`src/hw/rtl/sidm_pkg.sv`:
```
// ----------------------------------------------------------------------------
// sidm_pkg
// Types and codes shared by the signed divide / modulo pipeline.
// ----------------------------------------------------------------------------
package sidm_pkg;

  localparam logic [1:0] OP_QUOT = 2'd0;
  localparam logic [1:0] OP_REM  = 2'd1;
  localparam logic [1:0] OP_MOD  = 2'd2;

  typedef struct packed {
    logic [1:0]  op;
    logic [63:0] dividend;
    logic [63:0] divisor;
  } sidm_in_t;

  typedef struct packed {
    logic [63:0] result;
    logic        divide_by_zero;
  } sidm_out_t;

  // control that rides along with each word through the pipeline
  typedef struct packed {
    logic       valid;
    logic [1:0] op;
    logic       negx;
    logic       negy;
    logic       dz;
  } sidm_ctl_t;

endpackage

```
`src/hw/rtl/sidm_front.sv`:
```
// ----------------------------------------------------------------------------
// sidm_front
// Input stage: operand signs, magnitudes and zero-divisor detect, registered.
// ----------------------------------------------------------------------------
module sidm_front #(
  parameter int DATA_WIDTH = 64
) (
  input  logic                  clk,
  input  logic                  rst_n,
  input  logic                  en,
  input  logic                  in_valid,
  input  sidm_pkg::sidm_in_t    in_data,
  output sidm_pkg::sidm_ctl_t   ctl_o,
  output logic [DATA_WIDTH-1:0] ay_o,
  output logic [DATA_WIDTH-1:0] uy_o,
  output logic [DATA_WIDTH-1:0] rem_o,
  output logic [DATA_WIDTH-1:0] qd_o
);
  import sidm_pkg::*;

  logic [DATA_WIDTH-1:0] x;
  logic [DATA_WIDTH-1:0] y;
  sidm_ctl_t             ctl_nxt;
  sidm_ctl_t             ctl_r;
  logic [DATA_WIDTH-1:0] ax_nxt, ay_nxt;
  logic [DATA_WIDTH-1:0] ax_r, ay_r, uy_r;

  assign x = in_data.dividend[DATA_WIDTH-1:0];
  assign y = in_data.divisor[DATA_WIDTH-1:0];

  always_comb begin
    ctl_nxt.valid = in_valid;
    ctl_nxt.op    = in_data.op;
    ctl_nxt.negx  = x[DATA_WIDTH-1];
    ctl_nxt.negy  = y[DATA_WIDTH-1];
    ctl_nxt.dz    = (y == '0);
    // most negative value maps onto 2^(W-1) as unsigned
    ax_nxt = x[DATA_WIDTH-1] ? (~x + 1'b1) : x;
    ay_nxt = y[DATA_WIDTH-1] ? (~y + 1'b1) : y;
  end

  always_ff @(posedge clk) begin
    if (!rst_n) begin
      ctl_r.valid <= 1'b0;
    end else if (en) begin
      ctl_r <= ctl_nxt;
    end
  end

  always_ff @(posedge clk) begin
    if (en) begin
      ax_r <= ax_nxt;
      ay_r <= ay_nxt;
      uy_r <= y;
    end
  end

  assign ctl_o = ctl_r;
  assign ay_o  = ay_r;
  assign uy_o  = uy_r;
  assign rem_o = '0;
  assign qd_o  = ax_r;

endmodule

```
`config.mk`:
```
export PLATFORM = sky130hd
export DESIGN_NAME = sidm_front
export DESIGN_NICKNAME = d
export VERILOG_FILES = /design/src/hw/rtl/sidm_pkg.sv /design/src/hw/rtl/sidm_front.sv
export SDC_FILE = /design/constraint.sdc
export NUM_CORES = 1
export LEC_CHECK = 0
export BUFFER_PORTS_ARGS = -buffer_cell sky130_fd_sc_hd__buf_2
export CORE_AREA = 2 2 152 154
export CTS_CLUSTER_DIAMETER = 30
export DETAILED_ROUTE_END_ITERATION = 7
export DIE_AREA = 0 0 154 156
export PLACE_DENSITY = 0.79
export RECOVER_POWER = 50
export SLEW_MARGIN = 20
export SYNTH_ARGS = -nofsm -noshare
export SYNTH_HDL_FRONTEND = slang
export SYNTH_SLANG_ARGS = --single-unit
```
`constraint.sdc`:
```
create_clock -name clk -period 3.4 [get_ports clk]
set_clock_uncertainty 0.05 [all_clocks]
set_input_delay 0.34 -clock clk [delete_from_list [all_inputs] [get_ports clk]]
set_output_delay 0.34 -clock clk [all_outputs]
set_load 0.01 [all_outputs]
```
==> impl_metrics.yaml <==
status:
  status: "finished, violations left"
  violations: "max-capacitance violations, max-slew violations"
cts:
  cts_setup_buffers: 0
  cts_hold_buf: 0
  cts_htree_levels: 4
  cts_resized: 0
  cts_tree: "done"
  cts_num_sinks: 197
  cts_buffers: 17
  insertion_delay_ns: 0.42
  cts_max_path_buffers: 2
  path_clk_slew_ns: 0.08
  root_buffer: "clkbuf_16"
place:
  dp_hpwl_um: 18600
  io_buffers: 331
  gp_congestion: 0.843
timing:
  max_freq_mhz: 393
  rsz0062_at_grt: "false"
  period_share_pct: 74.9
  drv_slew: 126
  finalWorstPathRequiredPeriod_ns: 2.54
  fin_setup_tns_ns: 0
  hold_viol: 0
  setup_violations: 0
  relSlewSlack_pct: -42.3
  tightest_slew_ns: 2.13
routing:
  drt_iter0_drc: 407
  via_count: 6900
  drc_errors: 0
  routed_wl_um: 24800
  drt-pass1-iter-count: 5
  drtAntennaViolNets: 0
  viasPerCell: 5.18
  routedWlPerCell_um: 18.6
floorplan:
  core_area_um2: 22400
  die_w_um: 154
  rows: 55
  dieArea_um2: 24000
  die_height_um: 156
  io_pins: 396
  initial_core_util_pct: 42.1
power_and_ir_drop:
  vdd_drop_max_uv: 281
  p_sw_mw: 1.64
  power_density_nw_per_um2: 505
  p_int_mw: 4.27
  clockPowerShare_pct: 34.7
  switching_share_pct: 27.7
  p_leak_nw: 4.24
  seqPwrFrac_pct: 50.8
  power_mw: 5.91
  comb_power_share_pct: 14.5
setup_path:
  rr_worst_depth: 2
  r2r_slack_ns: 2.72
  endpoint_kind: "flip-flop"
  crit_type: "primary input to flip-flop"
  reg2reg_to: "ctl_o[5]"
  timing.rr.start: "ctl_o[5]"
  critPathMaxFanout: 16
  worstPathRequired_ns: 3.59
  crit_path_start_kind: "primary input"
  cp.arrival_ns: 2.74
finish:
  synthToLayoutAreaGrowth_pct: 24.1
  nNetsFinal: 1169
  layout_commonest_cell: "buf_2"
  most-common-layout-cells: "243 x buf_2, 196 x edfxtp_1, 119 x xnor2_1"
  drive_above_1_share_pct: 29.8
  nFillCells: 1953
min_path:
  worstHoldPathType: "primary input to flip-flop"
  whs_path_depth: 1
  worstHoldStart: "in_data[128]"
  holdPathEnd: "ctl_o[3]"
grt:
  grt_overflow: 0
  grt_max_degree: 79
  grt_use_total_pct: 20.2
  antenna_found_initial: 2
  grt_pass1_wl_um: 37400
  grt_pass1_vias: 6748
synthesis:
  synthCells: 699
  synth_seq_area_share_pct: 62.6
  synth_cell_types: 46
  synth_seq_cells: 197
  avgSynthCellArea_um2: 13.5
  netlist_area_um2: 9430
  ys_warn_count: 0
job:
  cap_violations: 2
routing by layer:
| layer | part of all wire (%) | track usage, % | up-vias |
|---|---|---|---|
| met3 | 9.5 | 5.81 | 34 |
| met2 | 50 | 34.7 | 393 |
| li1 | - | - | 3183 |
| met4 | 2.1 | 6.72 | 2 |
| met1 | 38 | 24.4 | 3288 |
| met5 | 0.052 | 0 | - |
power groups by stage:
stage | logic, mW | clock network [mW] | registers, mW
floorplan | 0.311 | 0 | 3.19
global placement | 0.857 | 0 | 3.05
detailed placement | 0.876 | 0 | 3.06
CTS | 0.877 | 2.10 | 3.01
global route | 0.929 | 2.19 | 3.03
finish | 0.857 | 2.05 | 3.01
cell families after synthesis:
group / Yosys count / share of synthesized area (%)
xor gates and xnor gates: 122 / 11.3
buffers and inverters: 95 / 6.48
DFF: 197 / 62.6
AOI/OAI and AO/OA: 104 / 7.99
other: 1 / 0.0398
adders and majority gates: 2 / 0.265
and+or+nand+nor: 177 / 11.1
muxes: 1 / 0.106
critical path, stage by stage:
cell,delay (ns)
buf_2,0.12
or4_1,0.68
nor3_1,0.42
nand4_4,0.32
or4_4,0.57
nor4_2,0.27
metrics by stage:
step | area [um^2] | instances | util [%] | setup slack [ns] | hold slack (ns)
after floorplan | 9660 | 762 | - | 0.896 | 0.389
after global placement | 11200 | 1298 | 50.0 | 0.514 | 0.448
after detailed placement | 11200 | 1298 | 50.0 | 0.407 | 0.457
after CTS | 11800 | 1330 | 52.7 | 0.889 | 0.0171
after global routing | 11700 | 1331 | 52.3 | 0.751 | 0.0137
final | 11700 | 1332 | 52.3 | 0.855 | 0.0392
sequential cells by signal (all words and copies together) (netlist names):
| register | count |
|---|---|
| uy_o | 63 |
| ctl_o | 6 |
| ay_o | 64 |
| qd_o | 64 |
area by class of cell:
| class | instances | area, um^2 | share of cell area [%] |
|---|---|---|---|
| repair buffers | 340 | 1650 | 14.1 |
| diodes | 1 | 2.50 | 0.0214 |
| well taps | 285 | 357 | 3.05 |
| clock buffers | 17 | 425 | 3.64 |
| inverters | 7 | 26.3 | 0.225 |
| flip-flops and latches | 197 | 5910 | 50.5 |
| multi-input cells | 470 | 3150 | 26.9 |
| clock inverters | 15 | 183 | 1.56 |
how the worst max path moves through the flow:
stage                     start       end  slack, ns  depth (start not counted)
finish              in_data[71]  qd_o[63]       0.86                          6
global route        in_data[63]   ay_o[6]       0.75                          4
CTS                 in_data[81]  qd_o[63]       0.89                          6
detailed placement  in_data[81]  qd_o[63]       0.41                          6
global placement    in_data[81]  qd_o[63]       0.51                          6
floorplan           in_data[73]  qd_o[24]       0.90                          6
cells in the mapped netlist, drive strengths merged:
master	n	area share (%)
edfxtp	196	62
xnor2	119	11
buf	69	5.4
o31ai	39	3.1
nand2	38	1.5
o21ai	35	1.9
o41ai	26	2.7
nor2	25	1.0
or3	24	1.6
or4	20	1.7
clkbuf	19	0.77
nor4	14	1.3
nor3	10	0.53
nand2b	9	0.60
nand3	9	0.48
nand4	8	0.69
or2	8	0.53
inv	7	0.28
or4b	3	0.32
xor2	3	0.28
ha	2	0.27
or3b	2	0.19
a21o	1	0.093
a31oi	1	0.066
a41oi	1	0.093
and2	1	0.066
and4b	1	0.11
conb	1	0.040
dfxtp	1	0.21
mux2i	1	0.11
nand3b	1	0.080
nand4b	1	0.093
nor2b	1	0.066
nor3b	1	0.080
nor4b	1	0.16
o41a	1	0.12
Power figures use the tool's default switching activity.
