===== src/hw/rtl/sidm_pkg.sv =====
// ----------------------------------------------------------------------------
// sidm_pkg
// Types and codes shared by the signed divide / modulo pipeline.
// ----------------------------------------------------------------------------
package sidm_pkg;

  localparam logic [1:0] OP_QUOT = 2'd0;
  localparam logic [1:0] OP_REM  = 2'd1;
  localparam logic [1:0] OP_MOD  = 2'd2;

  typedef struct packed {
    logic [1:0]  op;
    logic [63:0] dividend;
    logic [63:0] divisor;
  } sidm_in_t;

  typedef struct packed {
    logic [63:0] result;
    logic        divide_by_zero;
  } sidm_out_t;

  // control that rides along with each word through the pipeline
  typedef struct packed {
    logic       valid;
    logic [1:0] op;
    logic       negx;
    logic       negy;
    logic       dz;
  } sidm_ctl_t;

endpackage


===== src/hw/rtl/sidm_cell.sv =====
// ----------------------------------------------------------------------------
// sidm_cell
// One restoring-division step: shifts in a dividend bit, trial subtract,
// shifts in one quotient bit. Registered; one cell per quotient bit.
// ----------------------------------------------------------------------------
module sidm_cell #(
  parameter int DATA_WIDTH = 64
) (
  input  logic                  clk,
  input  logic                  rst_n,
  input  logic                  en,
  input  sidm_pkg::sidm_ctl_t   ctl_i,
  input  logic [DATA_WIDTH-1:0] ay_i,
  input  logic [DATA_WIDTH-1:0] uy_i,
  input  logic [DATA_WIDTH-1:0] rem_i,
  input  logic [DATA_WIDTH-1:0] qd_i,
  output sidm_pkg::sidm_ctl_t   ctl_o,
  output logic [DATA_WIDTH-1:0] ay_o,
  output logic [DATA_WIDTH-1:0] uy_o,
  output logic [DATA_WIDTH-1:0] rem_o,
  output logic [DATA_WIDTH-1:0] qd_o
);
  import sidm_pkg::*;

  logic [DATA_WIDTH:0]   shifted;
  logic [DATA_WIDTH:0]   diff;
  logic                  ge;
  logic [DATA_WIDTH-1:0] rem_nxt, qd_nxt;
  sidm_ctl_t             ctl_r;
  logic [DATA_WIDTH-1:0] ay_r, uy_r, rem_r, qd_r;

  // qd holds remaining dividend bits at the top, quotient bits fill the bottom
  always_comb begin
    shifted = {rem_i, qd_i[DATA_WIDTH-1]};
    diff    = shifted - {1'b0, ay_i};
    ge      = ~diff[DATA_WIDTH];
    rem_nxt = ge ? diff[DATA_WIDTH-1:0] : shifted[DATA_WIDTH-1:0];
    qd_nxt  = {qd_i[DATA_WIDTH-2:0], ge};
  end

  always_ff @(posedge clk) begin
    if (!rst_n) begin
      ctl_r.valid <= 1'b0;
    end else if (en) begin
      ctl_r <= ctl_i;
    end
  end

  always_ff @(posedge clk) begin
    if (en) begin
      ay_r  <= ay_i;
      uy_r  <= uy_i;
      rem_r <= rem_nxt;
      qd_r  <= qd_nxt;
    end
  end

  assign ctl_o = ctl_r;
  assign ay_o  = ay_r;
  assign uy_o  = uy_r;
  assign rem_o = rem_r;
  assign qd_o  = qd_r;

endmodule


===== config.mk =====
export PLATFORM = sky130hd
export DESIGN_NAME = sidm_cell
export DESIGN_NICKNAME = d
export VERILOG_FILES = /design/src/hw/rtl/sidm_pkg.sv /design/src/hw/rtl/sidm_cell.sv
export SDC_FILE = /design/constraint.sdc
export NUM_CORES = 1
export LEC_CHECK = 0
export BUFFER_PORTS_ARGS = -buffer_cell sky130_fd_sc_hd__buf_2
export CORE_MARGIN = 8
export CORE_UTILIZATION = 30
export DETAILED_ROUTE_END_ITERATION = 7
export HOLD_SLACK_MARGIN = 0.15
export SYNTH_ARGS = -nofsm -noshare
export SYNTH_HDL_FRONTEND = slang
export SYNTH_SLANG_ARGS = --single-unit

===== constraint.sdc =====
create_clock -name clk -period 3.7 [get_ports clk]
set_input_delay 0.37 -clock clk [delete_from_list [all_inputs] [get_ports clk]]
set_output_delay 0.37 -clock clk [all_outputs]
set_load 0.01 [all_outputs]

==> results.sh <==
export IMPL_worstPathRequired_ns=4.01
export IMPL_yosysUniqueCellTypes=75
export IMPL_cts_buffers=31
export IMPL_synth_adder_area_share_pct=6.33
export IMPL_worst_hold_slack_ns=0.188
export IMPL_ff2ff_path_depth=3
export IMPL_viasPerCell=4.69
export IMPL_layout_drive_gt1_share_pct=37.5
export IMPL_synth_mux_area_share_pct=5.55
export IMPL_postSynthAreaPerCell_um2=12.9
export IMPL_hold_start="rem_i[61]"
export IMPL_fillers=3827
export IMPL_postRouteAntennaNets=0
export IMPL_placed_cell_area_um2=16600
export IMPL_cts_tree="built"
export IMPL_p_total_uw=9170
export IMPL_synth_xor_area_share_pct=3.85
export IMPL_worstSetupStartpointType="input pin"
export IMPL_grt_max_degree=84
export IMPL_switching_share_pct=28.4
export IMPL_synth_async_reset_ratio_pct=0
export IMPL_syn_nets=1334
export IMPL_htree_levels=1
export IMPL_initial_core_util_pct=30.2
export IMPL_synth_top_family_by_area="compound AO/OA/AOI/OAI gates"
export IMPL_crit_buf_inv=6
export IMPL_synth_main_ff_cell="edfxtp_1"
export IMPL_crit_family="buffers and inverters"
export IMPL_max_slew_margin_rel_pct=59.8
export IMPL_clkTransAtPathRegs_ns=0.06
export IMPL_max_cap_violations=0
export IMPL_min_to="rem_o[62]"
export IMPL_yosys_warnings=0
export IMPL_gr_total_overflow=0
export IMPL_avgRoutedWirePerCell_um=21.3
export IMPL_synth_top_area_cell="edfxtp_1"
export IMPL_ys_seq_area_share_pct=60.6
export IMPL_finalSetupViolations=0
export IMPL_antenna_found_initial=12
export IMPL_die_y_um=224
export IMPL_synth_top_area_share_pct=60.5
export IMPL_min_path_type="input pin to flop"
export IMPL_r2r_slack_ns=2.55
export IMPL_cp_end_kind="flop"
export IMPL_p_per_area_nw_per_um2=442
export IMPL_gp_congestion=0.871
export IMPL_pin_count=527
export IMPL_tightest_slew_ns=0.588
export IMPL_pwr_share_comb_pct=25.0
export IMPL_internal_power_uw=6570
export IMPL_cpMaxStageDelayCell="dlygate4sd3_1"
export IMPL_netlist_area_um2=13000
export IMPL_p_sw_uw=2600
export IMPL_post_route_drc_count=0
export IMPL_area_delta_synth_final_pct=60.0
export IMPL_clock_latency_ns=0.57
export IMPL_reg2reg_from="ctl_o[5]"
export IMPL_fin_ws_ns=0.0585
export IMPL_whs_path_depth=3
export IMPL_sequentialPowerShare_pct=40.6
export IMPL_utilization_pct=48.4
export IMPL_grt_setup_unrepaired="yes"
export IMPL_seqCellArea_um2=7860
export IMPL_fin_area_um2=20700
export IMPL_syn_inst=1004
export IMPL_ir_drop_mv=0.333
export IMPL_hpwl_mm=38.8
export IMPL_grt_pass1_wl_mm=75.1
export IMPL_synth_edf_count=261
export IMPL_dieWidth_um=224
export IMPL_track_usage_pct=19.3
export IMPL_drt_initial_drc_count=768
export IMPL_arrival_ns=3.95
export IMPL_yosys_area_share_simple_pct=7.60
export IMPL_power_leakage_uw=0.00909
export IMPL_grt_pass1_vias=12100
export IMPL_clk_path_buf_depth=3
export IMPL_p_clk_share_pct=34.3
export IMPL_min_period_over_period_pct=98.4
export IMPL_drt_wl_total_mm=52.6
export IMPL_coreArea_um2=42900
export IMPL_outcome="finished clean"
export IMPL_r2r_end="ctl_o[5]"
export IMPL_dpl_worst_slack_ns=-0.136
export IMPL_multi_input_area_um2=4900
export IMPL_path_class="input pin to flop"
export IMPL_fin_crit_ns=3.64
export IMPL_hold_viol=0
export IMPL_path_cells="dlygate4sd3_1 > buf_2 > inv_1 > ha_4 > nand2_2 > or4_4 > or3_4 > o32a_1 > a21oi_2 > o21ai_2 > buf_4 > nand4_4 > o211a_4 > clkinv_8 > clkbuf_16 > mux2_1"
export IMPL_cp_slowest_stage_delay_ns=0.55
export IMPL_fp_row_count=76
export IMPL_synth_area_top_cells="edfxtp_1 (60%), ha_1 (6.2%), mux2_1 (4.7%), a21oi_1 (2.9%), inv_1 (2.5%)"
export IMPL_max_freq_mhz=275
export IMPL_fin_nets=2178
export IMPL_skew_ns=0
export IMPL_clock_sinks=262
export IMPL_firstDrtPassIters=5
export IMPL_slew_violations=0
export IMPL_die_area_um2=50100
export IMPL_synth_compound_area_share_pct=12.2
export IMPL_synth_seq_cells=262
export IMPL_root_buffer="clkbuf_16"
export IMPL_num_vias=11500
export IMPL_cp_max_fo=6
export IMPL_io_buffer_count=526
## cells in the mapped netlist (3+ instances only)
cell and instances:
a211o_1 5, inv_1 85, o2111ai_1 3, xnor2_1 34, and2_1 3, o41ai_1 3
mux2_1 54, and3_1 7, o21a_1 8, or3_1 5, nor2b_1 11, a311oi_1 3
o22ai_1 3, nand2_1 62, o21ai_0 23, a211oi_1 6, nand3_1 10, xor2_1 23
a31oi_1 7, mux2i_1 7, o21bai_1 15, a21oi_1 76, nor3_1 9, or2_1 4
o31ai_1 5, o211ai_1 4, a21o_1 32, clkbuf_1 24, nor2_1 40, ha_1 64
nand4_1 20, a21boi_0 5, a311o_1 3, o21ai_1 15, and4_1 3, buf_6 6
nand2b_1 9, edfxtp_1 261
## flip-flops by register name (all words and copies together) (netlist names)
signal,cells
qd_o,64
uy_o,64
rem_o,64
ctl_o,6
ay_o,64
## worst max path at each step
stage                          from        end  cells after the start
final                      ay_i[23]  rem_o[32]                     16
after global routing       ay_i[18]  rem_o[16]                     15
after CTS                 rem_i[24]  rem_o[39]                     14
after detailed placement   ay_i[24]  rem_o[32]                     14
after global placement     ay_i[24]  rem_o[26]                     14
after floorplan            ay_i[27]  rem_o[53]                     14
## logic make-up after synthesis
| group | Yosys count |
|---|---|
| flip-flops | 262 |
| AO/OA/AOI/OAI | 240 |
| AND/OR/NAND/NOR | 197 |
| buffers and inverters | 119 |
| adder cells (fa/ha/maj) | 65 |
| multiplexers | 64 |
| XOR/XNOR | 57 |
## power groups by stage
stage | registers (uW) | logic (uW) | clock network (uW)
after global placement | 3780 | 1870 | 0
after global routing | 3750 | 2470 | 3320
after CTS | 3720 | 2130 | 3220
after detailed placement | 3780 | 1890 | 0
final | 3720 | 2300 | 3150
after floorplan | 3950 | 813 | 0
## final cells by class
class	count	area share [%]
Timing Repair Buffer	843	28.2
Clock buffer	33	3.78
Sequential cell	262	37.9
Timing Repair inverter	1	0.0422
Inverter	86	1.62
Multi-Input combinational cell	623	23.6
Clock inverter	23	1.28
Antenna cell	7	0.0844
Tap cell	585	3.53
## tightest hold or removal path: cells and delay by family
family | cells | cell delay, ns
buffers and inverters | 1 | 0.10
AO/OA/AOI/OAI | 2 | 0.18
## cells in the final DEF (no fill, tap or decap), types with 5 or more instances in the layout
| master | netlist | routed |
|---|---|---|
| nor2_1 | 40 | 40 |
| mux2_1 | 54 | 37 |
| nor2b_1 | 11 | 10 |
| o21ai_1 | 15 | 12 |
| xor2_1 | 23 | 23 |
| inv_6 | 1 | 7 |
| a21o_1 | 32 | 32 |
| o21ai_0 | 23 | 23 |
| nand4_1 | 20 | 20 |
| and3_1 | 7 | 6 |
| xnor2_1 | 34 | 34 |
| o21a_1 | 8 | 8 |
| o31ai_1 | 5 | 5 |
| clkinv_4 | 0 | 5 |
| ha_4 | 0 | 11 |
| a211o_1 | 5 | 5 |
| a21boi_0 | 5 | 5 |
| o21bai_1 | 15 | 15 |
| a21oi_2 | 2 | 7 |
| buf_12 | 0 | 5 |
| edfxtp_1 | 261 | 261 |
| nand3_1 | 10 | 9 |
| buf_2 | 2 | 515 |
| inv_1 | 85 | 82 |
| a31oi_1 | 7 | 7 |
| buf_4 | 0 | 56 |
| clkbuf_16 | 0 | 35 |
| a211oi_1 | 6 | 6 |
| mux2i_1 | 7 | 7 |
| mux2_4 | 2 | 19 |
| nor3_1 | 9 | 9 |
| a21oi_1 | 76 | 71 |
| nand2b_1 | 9 | 9 |
| nand2_1 | 62 | 60 |
| ha_1 | 64 | 52 |
| dlygate4sd3_1 | 0 | 257 |
| diode_2 | 0 | 7 |
## per-stage QoR
stage	instances	setup TNS, ns
after floorplan	1004	0
final	2463	0
after global routing	2462	-0.0431
after global placement	2138	-5.05
after CTS	2451	0
after detailed placement	2138	-6.40
## layer usage
metal	GRT usage (%)	part of all wire (%)
met3	4.97	6.6
met4	5.40	2.4
met5	0	0.12
met1	22.6	40
met2	34.5	51
## timing repair
action | 4_1_cts | 5_1_grt
buffers inserted | 0 | 6
endpoints found under the setup margin | 0 | 58
endpoints found under the hold margin | 256 | 2
gates resized for setup | 0 | 62
hold buffers | 257 | 2
No activity file was read; power rests on OpenSTA's default activity.
